## config.mk

```make
export PLATFORM = sky130hd
export DESIGN_NAME = go_to_goal_controller
export DESIGN_NICKNAME = d
export VERILOG_FILES = /design/src/hdl/gtg_pkg.sv /design/src/hdl/gtg_cordic_cell.sv /design/src/hdl/gtg_post.sv /design/src/hdl/go_to_goal_controller.sv
export SDC_FILE = /design/constraint.sdc
export NUM_CORES = 2
export LEC_CHECK = 0
export BUFFER_PORTS_ARGS = -buffer_cell sky130_fd_sc_hd__buf_2
export CELL_PAD_IN_SITES_DETAIL_PLACEMENT = 1
export CELL_PAD_IN_SITES_GLOBAL_PLACEMENT = 2
export CORE_ASPECT_RATIO = 0.75
export CORE_MARGIN = 4
export CORE_UTILIZATION = 30
export CTS_CLUSTER_SIZE = 24
export DETAILED_ROUTE_END_ITERATION = 8
export MAX_ROUTING_LAYER = met4
export PLACE_DENSITY = 0.65
export SYNTH_ARGS = -nofsm -noshare
export SYNTH_HDL_FRONTEND = slang
export SYNTH_SLANG_ARGS = --single-unit
```

## constraint.sdc

```tcl
create_clock -name clk -period 8.45 [get_ports clk]
set_input_delay 0.4225 -clock clk [delete_from_list [all_inputs] [get_ports clk]]
set_output_delay 0.4225 -clock clk [all_outputs]
set_load 0.02 [all_outputs]
```

## src/hdl/gtg_pkg.sv

```systemverilog
// Shared types and constants for the go-to-goal controller.
// Holds the CORDIC datapath widths, the arctangent table and the register map.
// No dependencies.
package gtg_pkg;

  // Datapath widths of the CORDIC vector (x, y) and angle accumulator (z).
  localparam int XW = 28;
  localparam int ZW = 21;

  // Pi in Q.16 radians and the inverse CORDIC gain in Q0.16.
  localparam logic signed [ZW-1:0] PI_Q16       = 21'sd205887;
  localparam logic        [15:0]   INV_GAIN_Q16 = 16'd39797;

  // Registered steps around the cell chain: one entry step, four exit steps.
  localparam int PIPE_EXTRA = 5;

  // Configuration register map.
  typedef enum logic [2:0] {
    REG_TARGET_X   = 3'd0,
    REG_TARGET_Y   = 3'd1,
    REG_SPEED_GAIN = 3'd2,
    REG_MAX_SPEED  = 3'd3,
    REG_DIST_THR   = 3'd4,
    REG_ANGLE_THR  = 3'd5
  } gtg_reg_t;

  // Vector state handed from one CORDIC cell to the next.
  typedef struct packed {
    logic signed [XW-1:0] x;
    logic signed [XW-1:0] y;
    logic signed [ZW-1:0] z;
    logic signed [14:0]   heading;
  } gtg_vec_t;

  // Settings used by the decision stages after the chain.
  typedef struct packed {
    logic [15:0] speed_gain;
    logic [14:0] max_speed;
    logic [14:0] dist_thr;
    logic [14:0] angle_thr;
  } gtg_cfg_t;

  // Arctangent of 2^-i in Q.16 radians.
  function automatic logic signed [ZW-1:0] gtg_atan(input int i);
    logic signed [ZW-1:0] v;
    case (i)
      0:       v = 21'sd51472;
      1:       v = 21'sd30386;
      2:       v = 21'sd16055;
      3:       v = 21'sd8150;
      4:       v = 21'sd4091;
      5:       v = 21'sd2047;
      6:       v = 21'sd1024;
      7:       v = 21'sd512;
      8:       v = 21'sd256;
      9:       v = 21'sd128;
      10:      v = 21'sd64;
      11:      v = 21'sd32;
      12:      v = 21'sd16;
      13:      v = 21'sd8;
      14:      v = 21'sd4;
      15:      v = 21'sd2;
      16:      v = 21'sd1;
      default: v = 21'sd0;
    endcase
    return v;
  endfunction

endpackage

```

## src/hdl/gtg_cordic_cell.sv

```systemverilog
// One vectoring micro-rotation of the CORDIC chain, registered at its output.
// Depends on gtg_pkg for the vector type and the arctangent table.
module gtg_cordic_cell
  import gtg_pkg::*;
#(
  parameter int STAGE = 0
) (
  input  logic     clk,
  input  logic     rst_n,
  input  logic     in_valid,
  input  gtg_vec_t in_vec,
  output logic     out_valid,
  output gtg_vec_t out_vec
);

  localparam logic signed [ZW-1:0] ATAN = gtg_atan(STAGE);

  logic signed [XW-1:0] x_in;
  logic signed [XW-1:0] y_in;
  logic signed [XW-1:0] x_sh;
  logic signed [XW-1:0] y_sh;
  gtg_vec_t             vec_nxt;
  gtg_vec_t             vec_r;
  logic                 valid_r;

  // Rotate toward the x axis; both shifts use the incoming x and y.
  always_comb begin
    x_in = in_vec.x;
    y_in = in_vec.y;
    x_sh = x_in >>> STAGE;
    y_sh = y_in >>> STAGE;
    vec_nxt = in_vec;
    if (!y_in[XW-1]) begin
      vec_nxt.x = x_in + y_sh;
      vec_nxt.y = y_in - x_sh;
      vec_nxt.z = in_vec.z + ATAN;
    end else begin
      vec_nxt.x = x_in - y_sh;
      vec_nxt.y = y_in + x_sh;
      vec_nxt.z = in_vec.z - ATAN;
    end
  end

  // Valid flag is reset; the vector itself needs none.
  always_ff @(posedge clk) begin
    if (!rst_n) begin
      valid_r <= 1'b0;
    end else begin
      valid_r <= in_valid;
    end
  end

  always_ff @(posedge clk) begin
    vec_r <= vec_nxt;
  end

  assign out_valid = valid_r;
  assign out_vec   = vec_r;

endmodule

```

## src/hdl/gtg_post.sv

```systemverilog
// Exit stages: distance scaling, bearing error, speed product and decision.
// Depends on gtg_pkg for the vector and settings types.
module gtg_post
  import gtg_pkg::*;
(
  input  logic        clk,
  input  logic        rst_n,
  input  logic        in_valid,
  input  gtg_vec_t    in_vec,
  input  gtg_cfg_t    cfg,
  output logic        out_valid,
  output logic [14:0] out_linear_speed,
  output logic [14:0] out_angular_speed,
  output logic        out_at_goal
);

  localparam int PW = XW - 1 + 16;   // magnitude times inverse gain
  localparam int DW = PW - 24;       // distance in Q11.8
  localparam int LW = 16 + DW;       // gain times distance

  // Step 1: magnitude product and absolute heading error.
  logic [XW-2:0]        mag_u;
  logic signed [ZW-1:0] z_rnd;
  logic signed [ZW-1:0] bearing;
  logic signed [ZW:0]   err;
  logic [ZW-1:0]        err_abs;
  logic [PW-1:0]        prod1_r;
  logic [ZW-1:0]        err1_r;
  logic                 v1_r;

  always_comb begin
    mag_u   = in_vec.x[XW-2:0];
    z_rnd   = in_vec.z + ZW'(8);
    bearing = z_rnd >>> 4;
    err     = {bearing[ZW-1], bearing} - (ZW+1)'(in_vec.heading);
    err_abs = err[ZW] ? ZW'(-err) : err[ZW-1:0];
  end

  always_ff @(posedge clk) begin
    prod1_r <= PW'(mag_u) * PW'(INV_GAIN_Q16);
    err1_r  <= err_abs;
  end

  // Step 2: round the distance and compare both thresholds.
  logic [PW-1:0] prod_rnd;
  logic [DW-1:0] dist_q;
  logic [DW-1:0] dist2_r;
  logic [ZW-1:0] err2_r;
  logic          far2_r;
  logic          turn2_r;
  logic          v2_r;

  always_comb begin
    prod_rnd = prod1_r + (PW'(1) << 23);
    dist_q   = prod_rnd[PW-1:24];
  end

  always_ff @(posedge clk) begin
    dist2_r <= dist_q;
    err2_r  <= err1_r;
    far2_r  <= dist_q > DW'(cfg.dist_thr);
    turn2_r <= err1_r > ZW'(cfg.angle_thr);
  end

  // Step 3: linear speed product.
  logic [LW-1:0] lin3_r;
  logic [14:0]   ang3_r;
  logic          far3_r;
  logic          turn3_r;
  logic          v3_r;

  always_ff @(posedge clk) begin
    lin3_r  <= LW'(cfg.speed_gain) * LW'(dist2_r);
    ang3_r  <= err2_r[14:0];
    far3_r  <= far2_r;
    turn3_r <= turn2_r;
  end

  // Step 4: round, clamp and select the command.
  logic [LW-1:0] lin_rnd;
  logic [LW-13:0] lin_q;
  logic [14:0]   lin_sat;
  logic [14:0]   lin_r;
  logic [14:0]   ang_r;
  logic          goal_r;
  logic          v4_r;

  always_comb begin
    lin_rnd = lin3_r + LW'(2048);
    lin_q   = lin_rnd[LW-1:12];
    lin_sat = (lin_q > (LW-12)'(cfg.max_speed)) ? cfg.max_speed : lin_q[14:0];
  end

  always_ff @(posedge clk) begin
    lin_r  <= (far3_r && !turn3_r) ? lin_sat : 15'd0;
    ang_r  <= (far3_r && turn3_r) ? ang3_r : 15'd0;
    goal_r <= !far3_r;
  end

  // Valid flags through the four steps.
  always_ff @(posedge clk) begin
    if (!rst_n) begin
      v1_r <= 1'b0;
      v2_r <= 1'b0;
      v3_r <= 1'b0;
      v4_r <= 1'b0;
    end else begin
      v1_r <= in_valid;
      v2_r <= v1_r;
      v3_r <= v2_r;
      v4_r <= v3_r;
    end
  end

  assign out_valid         = v4_r;
  assign out_linear_speed  = lin_r;
  assign out_angular_speed = ang_r;
  assign out_at_goal       = goal_r;

endmodule

```

## src/hdl/go_to_goal_controller.sv

```systemverilog
// Top level of the go-to-goal controller: settings registers, entry step,
// CORDIC cell chain and exit stages. Depends on gtg_pkg, gtg_cordic_cell and gtg_post.
//
// A pose is taken on every cycle in which start is high; busy stays low, so
// the block sustains one pose per clock. Each pose yields exactly one result,
// shown with out_valid for a single cycle once it has passed the registered
// steps: one entry step, one cell per CORDIC stage, and four exit steps
// (distance scaling, threshold compare, speed product, clamp and select).
// The latency grows with the length of the cell chain. Results cannot be held
// off, so the receiver must take each one in the cycle it appears. Settings
// are written through the cfg_ port, which is always ready, and must only be
// changed while no pose is in flight.
module go_to_goal_controller
  import gtg_pkg::*;
#(
  parameter int CORDIC_STAGES = 14
) (
  input  logic        clk,
  input  logic        rst_n,
  input  logic        start,
  output logic        busy,
  input  logic [15:0] in_pos_x,
  input  logic [15:0] in_pos_y,
  input  logic [14:0] in_heading,
  output logic        out_valid,
  output logic [14:0] out_linear_speed,
  output logic [14:0] out_angular_speed,
  output logic        out_at_goal,
  input  logic        cfg_valid,
  output logic        cfg_ready,
  input  logic [2:0]  cfg_index,
  input  logic [15:0] cfg_data
);

  // Settings registers.
  logic [15:0] target_x_r;
  logic [15:0] target_y_r;
  logic [15:0] speed_gain_r;
  logic [14:0] max_speed_r;
  logic [14:0] dist_thr_r;
  logic [14:0] angle_thr_r;

  assign cfg_ready = 1'b1;
  assign busy      = 1'b0;

  always_ff @(posedge clk) begin
    if (!rst_n) begin
      target_x_r   <= 16'd256;
      target_y_r   <= 16'd256;
      speed_gain_r <= 16'd4096;
      max_speed_r  <= 15'd768;
      dist_thr_r   <= 15'd26;
      angle_thr_r  <= 15'd819;
    end else if (cfg_valid && cfg_ready) begin
      case (gtg_reg_t'(cfg_index))
        REG_TARGET_X:   target_x_r   <= cfg_data;
        REG_TARGET_Y:   target_y_r   <= cfg_data;
        REG_SPEED_GAIN: speed_gain_r <= cfg_data;
        REG_MAX_SPEED:  max_speed_r  <= cfg_data[14:0];
        REG_DIST_THR:   dist_thr_r   <= cfg_data[14:0];
        REG_ANGLE_THR:  angle_thr_r  <= cfg_data[14:0];
        default: ;
      endcase
    end
  end

  // Entry step: offset to the target, scaled and folded into the right half plane.
  logic signed [16:0]   dx;
  logic signed [16:0]   dy;
  logic signed [XW-1:0] x0;
  logic signed [XW-1:0] y0;
  gtg_vec_t             entry_nxt;

  always_comb begin
    dx = {target_x_r[15], target_x_r} - {in_pos_x[15], in_pos_x};
    dy = {target_y_r[15], target_y_r} - {in_pos_y[15], in_pos_y};
    x0 = XW'($signed({dx, 8'b0}));
    y0 = XW'($signed({dy, 8'b0}));
    entry_nxt.heading = in_heading;
    if (dx[16]) begin
      entry_nxt.x = -x0;
      entry_nxt.y = -y0;
      entry_nxt.z = dy[16] ? -PI_Q16 : PI_Q16;
    end else begin
      entry_nxt.x = x0;
      entry_nxt.y = y0;
      entry_nxt.z = '0;
    end
  end

  gtg_vec_t stage_vec [0:CORDIC_STAGES];
  logic     stage_v   [0:CORDIC_STAGES];

  always_ff @(posedge clk) begin
    if (!rst_n) begin
      stage_v[0] <= 1'b0;
    end else begin
      stage_v[0] <= start && !busy;
    end
  end

  always_ff @(posedge clk) begin
    stage_vec[0] <= entry_nxt;
  end

  // Chain of micro-rotation cells.
  for (genvar g = 0; g < CORDIC_STAGES; g++) begin : g_cell
    gtg_cordic_cell #(
      .STAGE (g)
    ) u_cell (
      .clk       (clk),
      .rst_n     (rst_n),
      .in_valid  (stage_v[g]),
      .in_vec    (stage_vec[g]),
      .out_valid (stage_v[g+1]),
      .out_vec   (stage_vec[g+1])
    );
  end

  // Exit stages.
  gtg_cfg_t post_cfg;

  assign post_cfg.speed_gain = speed_gain_r;
  assign post_cfg.max_speed  = max_speed_r;
  assign post_cfg.dist_thr   = dist_thr_r;
  assign post_cfg.angle_thr  = angle_thr_r;

  gtg_post u_post (
    .clk               (clk),
    .rst_n             (rst_n),
    .in_valid          (stage_v[CORDIC_STAGES]),
    .in_vec            (stage_vec[CORDIC_STAGES]),
    .cfg               (post_cfg),
    .out_valid         (out_valid),
    .out_linear_speed  (out_linear_speed),
    .out_angular_speed (out_angular_speed),
    .out_at_goal       (out_at_goal)
  );

endmodule

```

# After elaboration in Yosys (flattened, before gate mapping)
# Index checks and enable logic that the tools add are counted.
# totals
register_bits	1646
inputBits	70
elab_cells	230
output_inout_bits	34
# classes
n_reduce_logical	11
order_cmp	3
muxes	18
n_eq_ne	5
add_sub_neg	92
multipliers	2
# op_table
operator	n
77-bit two-way mux	13
76-bit two-way mux	1
73-bit two-way mux	1
28-bit by 16-bit adder with 28-bit output	2
28-bit by 17-bit adder with 28-bit output	2
28-bit by 18-bit adder with 28-bit output	2
28-bit by 19-bit adder with 28-bit output	2
28-bit by 20-bit adder with 28-bit output	2
28-bit by 21-bit adder with 28-bit output	2
28-bit by 22-bit adder with 28-bit output	2
28-bit by 23-bit adder with 28-bit output	2
28-bit by 24-bit adder with 28-bit output	2
28-bit by 25-bit adder with 28-bit output	2
28-bit by 26-bit adder with 28-bit output	2
28-bit by 27-bit adder with 28-bit output	2
25-bit negation with 28-bit output	2
28-bit by 16-bit subtractor with 28-bit output	2
28-bit by 17-bit subtractor with 28-bit output	2
28-bit by 18-bit subtractor with 28-bit output	2
28-bit by 19-bit subtractor with 28-bit output	2
28-bit by 20-bit subtractor with 28-bit output	2
28-bit by 21-bit subtractor with 28-bit output	2
28-bit by 22-bit subtractor with 28-bit output	2
28-bit by 23-bit subtractor with 28-bit output	2
other kinds (55)	74

# Longest topological paths before layout
# depth
depth_word	4
depth_mapped	25
ltp_nobuf	24

# Hierarchy
# Synthesis repeated with hierarchy kept, for this count alone.
# hier_totals
cells_unflattened	14101
area_unflattened_um2	122296.0
# by_module_without_submodules
mod	area_per_inst_um2	seq_area_each_um2	n_inst	cells_per_inst
gtg_post	23892.9	3062.9	1	2500
gtg_cordic_cell at g_cell[0].u_cell	7394.6	1841.8	1	910
go_to_goal_controller	7221.9	3042.9	1	862
gtg_cordic_cell at g_cell[4].u_cell	7025.5	1861.8	1	850
gtg_cordic_cell at g_cell[1].u_cell	6825.3	1861.8	1	809
gtg_cordic_cell at g_cell[5].u_cell	6734.0	1861.8	1	801
gtg_cordic_cell at g_cell[3].u_cell	6708.9	1861.8	1	800
gtg_cordic_cell at g_cell[2].u_cell	6605.1	1861.8	1	775
gtg_cordic_cell at g_cell[11].u_cell	6427.4	1861.8	1	751
gtg_cordic_cell at g_cell[9].u_cell	6411.1	1861.8	1	741
gtg_cordic_cell at g_cell[12].u_cell	6369.9	1861.8	1	767
gtg_cordic_cell at g_cell[7].u_cell	6314.8	1861.8	1	733
gtg_cordic_cell at g_cell[13].u_cell	6147.1	1861.8	1	710
gtg_cordic_cell at g_cell[10].u_cell	6144.6	1861.8	1	709
2 more rows	--	--	--	--

# Least setup slack after synthesis
# No wires, ideal clock.
# synth_path
path_kind	register to register
startpoint	reg speed_gain_r[1]
endpoint	reg u_post.lin3_r[34]
arrival_time_ns	6.461
period_less_slack_ns	6.534
setup_slack_ns	1.916
required_ns	8.378
path_buffers	2
setup_time_ns	0.072
path_stages_with_launch	24
cell_sequence	dfxtp_1 > clkbuf_1 > clkbuf_1 > nand2_1 > fa_1 > fa_1 > fa_1 > inv_1 > fa_1 > fa_1 > inv_1 > fa_1 > inv_1 > ha_1 > a2111oi_0 > o21ai_0 > a221oi_1 > a21oi_1 > a41oi_1 > a21oi_1 > a221o_1 > a31o_2 > a21oi_1 > xnor2_1
# synth_between
elab_chain_cells	1
# synth_rtl
item	line_no	rtl
start, declared	go_to_goal_controller.sv:38	logic [15:0] speed_gain_r;
start signal, assigned	go_to_goal_controller.sv:58	REG_SPEED_GAIN: speed_gain_r <= cfg_data;
16-bit by 19-bit multiplier with 35-bit output	gtg_post.sv:73	lin3_r <= LW'(cfg.speed_gain) * LW'(dist2_r);
end signal, assigned	gtg_post.sv:73	
end, declared	gtg_post.sv:66	logic [LW-1:0] lin3_r;
# Every way passes these cells.
# A chain may end at the register's enable or synchronous reset.

# Worst setup path in the final report
# layout_path
startpoint	reg speed_gain_r[3]
endpoint	reg u_post.lin3_r[34]
# Same word-level chain as after synthesis.

==> run summary <==
===============================================================================
Synthesized instance count                                                11800
Routed via count divided by cell count                                     4.96
Share of cells above drive strength 1                                     4.79%
Maximum number of pins on one net before global-route repair                 88
Final ANT Viol Nets                                                           0
Cell area after technology mapping                                    0.104 mm2
DIE AREA                                                              0.358 mm2
Unrepaired setup endpoints after global routing                              no
Routed wire length                                                       319 mm
Number of sinks driven by the clock tree                                   1486
CTS clock-pin slew for the worst setup and hold paths                     60 ps
Count of flip-flops with a built-in enable after synthesis                    0
Met2 wire len                                                            131 mm
Amount of wire on met3 after detailed routing                           12.1 mm
Area leader, netlist                                               sky130_fd_sc_hd__dfxtp_1
Unique masters post-synth                                                    90
Final total negative setup slack                                           0 ps
Max transition margin                                                     16.2%
Leading cell type by number of instances after synthesis           sky130_fd_sc_hd__dfxtp_1
Root Driver                                                        sky130_fd_sc_hd__clkbuf_16
Area inside the core boundary                                         0.346 mm2
Worst hold-check path type                                         input port to flop
Area of placed instances                                              0.110 mm2
Worst setup skew after layout                                           42.3 ps
Final-report hold violation count                                             0
Synthesis Warnings                                                            0
Most frequently used flop master after synthesis                   sky130_fd_sc_hd__dfxtp_1
Startpoint type of the worst setup path                                    flop
Initial core utilization                                                  30.1%
Setup crit end kind                                                        flop
Arrival time at the worst endpoint                                      8430 ps
Std-Cell Rows                                                               187
WL/cell                                                                 19.1 um
# H-tree levels                                                               4
Number of maximum-capacitance violations                                      0
Wire length of the first global-routing pass                             504 mm
Area contributors post-synth                                       sky130_fd_sc_hd__dfxtp_1 (28%), sky130_fd_sc_hd__ha_1 (15%), sky130_fd_sc_hd__fa_1 (8.9%)
Post-synthesis sequential element count                                    1486
Sum of net half-perimeters after detailed placement                      262 mm
DRC violation count after routing                                             0
Shortest clock period the worst path allows after layout                7640 ps
Actual slew at the worst max-slew pin                                   1250 ps
WP data required                                                        9240 ps
Worst-skew pair later-pin latency                                        860 ps
DR vias                                                                   82800
Top Layer Used                                                             met4
Final nets                                                                13700
Die Span X                                                               689 um
Kind of critical path                                              flop to flop
Synth async-reset ratio                                                      0%
Final max-slew violation count                                                0
Top-area cell type share of the netlist area                              28.5%
Maximum root-to-sink buffer count                                             4
Fill count                                                                40200
Antenna violations before repair                                             24
Via count of the first global-routing pass                                86400
First-pass iteration count of the detailed router                             5
Post-synthesis sequential area ratio                                      28.5%
Number of setup violations in the final report                                0
Length of routed wiring on met1                                          171 mm
Share of the clock period used by the worst path after layout             90.5%
Die Ht                                                                   519 um
Number of buffers added by the clock tree synthesis step                    176
Maximum operating frequency                                             131 MHz
Result of the run                                                     completed
Commonest cells in the synthesized netlist                         sky130_fd_sc_hd__dfxtp_1 (1486), sky130_fd_sc_hd__ha_1 (1286), sky130_fd_sc_hd__nor2_1 (1051)
Remaining Overflow, GRT                                                       0
Ports placed on the boundary                                                104
Top fanout value on the critical path                                        20
Number of DRC markers after the initial detailed-route iteration           3967
Post-cts sizing count                                                         0
Clock tree from TritonCTS                                                  done
Overall fraction of global-route tracks in use                            18.0%
Cell area after layout                                                0.117 mm2
Count of port buffers added during placement                                101
GPL Wtd Cong                                                              0.852
Area delta synth->final                                                   11.9%
Synth Area per Inst                                                    8.87 um2
===============================================================================
layer usage:
layer  GRT usage, %  vias to the layer above
met3           2.19                      278
met2           26.0                     1012
met1           27.2                    40800
met5              -                        -
met4           2.59                        0
li1               -                    40700
final cells by class:
cell class | count | area, um2 | share of cell area [%]
Multi-Input combinational cell | 9042 | 70000 | 59.9
Sequential cell | 1486 | 29800 | 25.5
Tap cell | 4630 | 5790 | 4.96
Clock buffer | 222 | 4890 | 4.19
Inverter | 1038 | 3900 | 3.34
Clock inverter | 96 | 1250 | 1.07
Timing Repair Buffer | 181 | 1190 | 1.02
Antenna cell | 9 | 22.5 | 0.0193
cells by family after synthesis:
| group | count (synthesis) | share of synthesized area (%) |
|---|---|---|
| and+or+nand+nor | 3313 | 15.1 |
| other | 2 | 0.00719 |
| muxes | 49 | 0.502 |
| xor gates and xnor gates | 1350 | 11.3 |
| buffers and inverters | 1246 | 4.50 |
| AOI/OAI and AO/OA | 2571 | 15.8 |
| adders and majority gates | 1751 | 24.3 |
| DFF | 1486 | 28.5 |
critical path, stage by stage (launching register included):
cell,delay (ps)
sky130_fd_sc_hd__dfxtp_1,850
sky130_fd_sc_hd__nand2_1,180
sky130_fd_sc_hd__fa_1,640
sky130_fd_sc_hd__fa_1,460
sky130_fd_sc_hd__fa_1,530
sky130_fd_sc_hd__inv_1,50
sky130_fd_sc_hd__fa_1,470
sky130_fd_sc_hd__fa_1,580
sky130_fd_sc_hd__inv_1,60
sky130_fd_sc_hd__fa_1,540
sky130_fd_sc_hd__inv_1,50
sky130_fd_sc_hd__ha_1,370
sky130_fd_sc_hd__a2111oi_0,350
sky130_fd_sc_hd__o21ai_0,180
sky130_fd_sc_hd__a221oi_1,400
sky130_fd_sc_hd__a21oi_1,120
sky130_fd_sc_hd__a41oi_1,470
sky130_fd_sc_hd__a21oi_1,310
sky130_fd_sc_hd__a221o_1,370
sky130_fd_sc_hd__a31o_2,250
sky130_fd_sc_hd__a21oi_1,190
sky130_fd_sc_hd__xnor2_1,140
sequential cells by signal (all words and copies together) (netlist names), 15 cells and up:
name,count
u_post.err2_r,15
u_post.ang3_r,15
u_post.out_linear_speed,15
max_speed_r,15
u_post.prod1_r,20
stage_vec,58
g_cell.u_cell.out_vec,1167
speed_gain_r,16
u_post.out_angular_speed,15
u_post.dist2_r,19
u_post.err1_r,21
angle_thr_r,15
target_y_r,16
u_post.lin3_r,24
target_x_r,16
dist_thr_r,15
timing repair:
item                      4_1_cts  5_1_grt
setup buffers                   0        0
hold buffers                   34        0
hold endpoints to repair      103        0
cell usage in the layout, fill, tap and decap left out, types with 97 or more instances in the layout:
master	instances
sky130_fd_sc_hd__nor2_1	1051
sky130_fd_sc_hd__buf_2	101
sky130_fd_sc_hd__o21a_1	177
sky130_fd_sc_hd__nor2b_1	138
sky130_fd_sc_hd__a211oi_1	112
sky130_fd_sc_hd__and2_1	212
sky130_fd_sc_hd__fa_1	465
sky130_fd_sc_hd__xor2_1	448
sky130_fd_sc_hd__xnor2_1	902
sky130_fd_sc_hd__a21o_1	263
sky130_fd_sc_hd__dfxtp_1	1475
sky130_fd_sc_hd__and3_1	134
sky130_fd_sc_hd__o21ai_0	468
sky130_fd_sc_hd__o21bai_1	97
sky130_fd_sc_hd__a21oi_1	820
sky130_fd_sc_hd__nand3_1	189
sky130_fd_sc_hd__inv_1	1033
sky130_fd_sc_hd__a21boi_0	124
sky130_fd_sc_hd__nand2b_1	128
sky130_fd_sc_hd__nand2_1	787
sky130_fd_sc_hd__ha_1	1286
sky130_fd_sc_hd__clkbuf_16	179
sky130_fd_sc_hd__nor3_1	298
per-stage QoR:
step | utilization [%] | instances | setup slack [ps] | hold slack, ps
2_1_floorplan | - | 11800 | 1920 | 310
3_3_place_gp | 31.9 | 16300 | 732 | 310
3_5_place_dp | 31.9 | 16300 | 749 | 313
4_1_cts | 33.7 | 16700 | 735 | 10.5
5_1_grt | 33.7 | 16700 | 298 | 66.3
6_report | 33.7 | 16700 | 806 | 109
worst paths after layout:
| check | startpoint | endpoint | slack [ps] | cells after the start |
|---|---|---|---|---|
| worst max-delay path | speed_gain_r[3] | u_post.lin3_r[34] | 810 | 21 |
| worst max register to register | speed_gain_r[3] | u_post.lin3_r[34] | 810 | 21 |
| worst min-delay path | rst_n | max_speed_r[3] | 110 | 2 |
| worst min register to register | g_cell[0].u_cell.out_vec[5] | g_cell[1].u_cell.out_vec[5] | 290 | 0 |
Power is not shown: default switching activity piles up to over one toggle a cycle in this logic, so the estimate is an artifact.
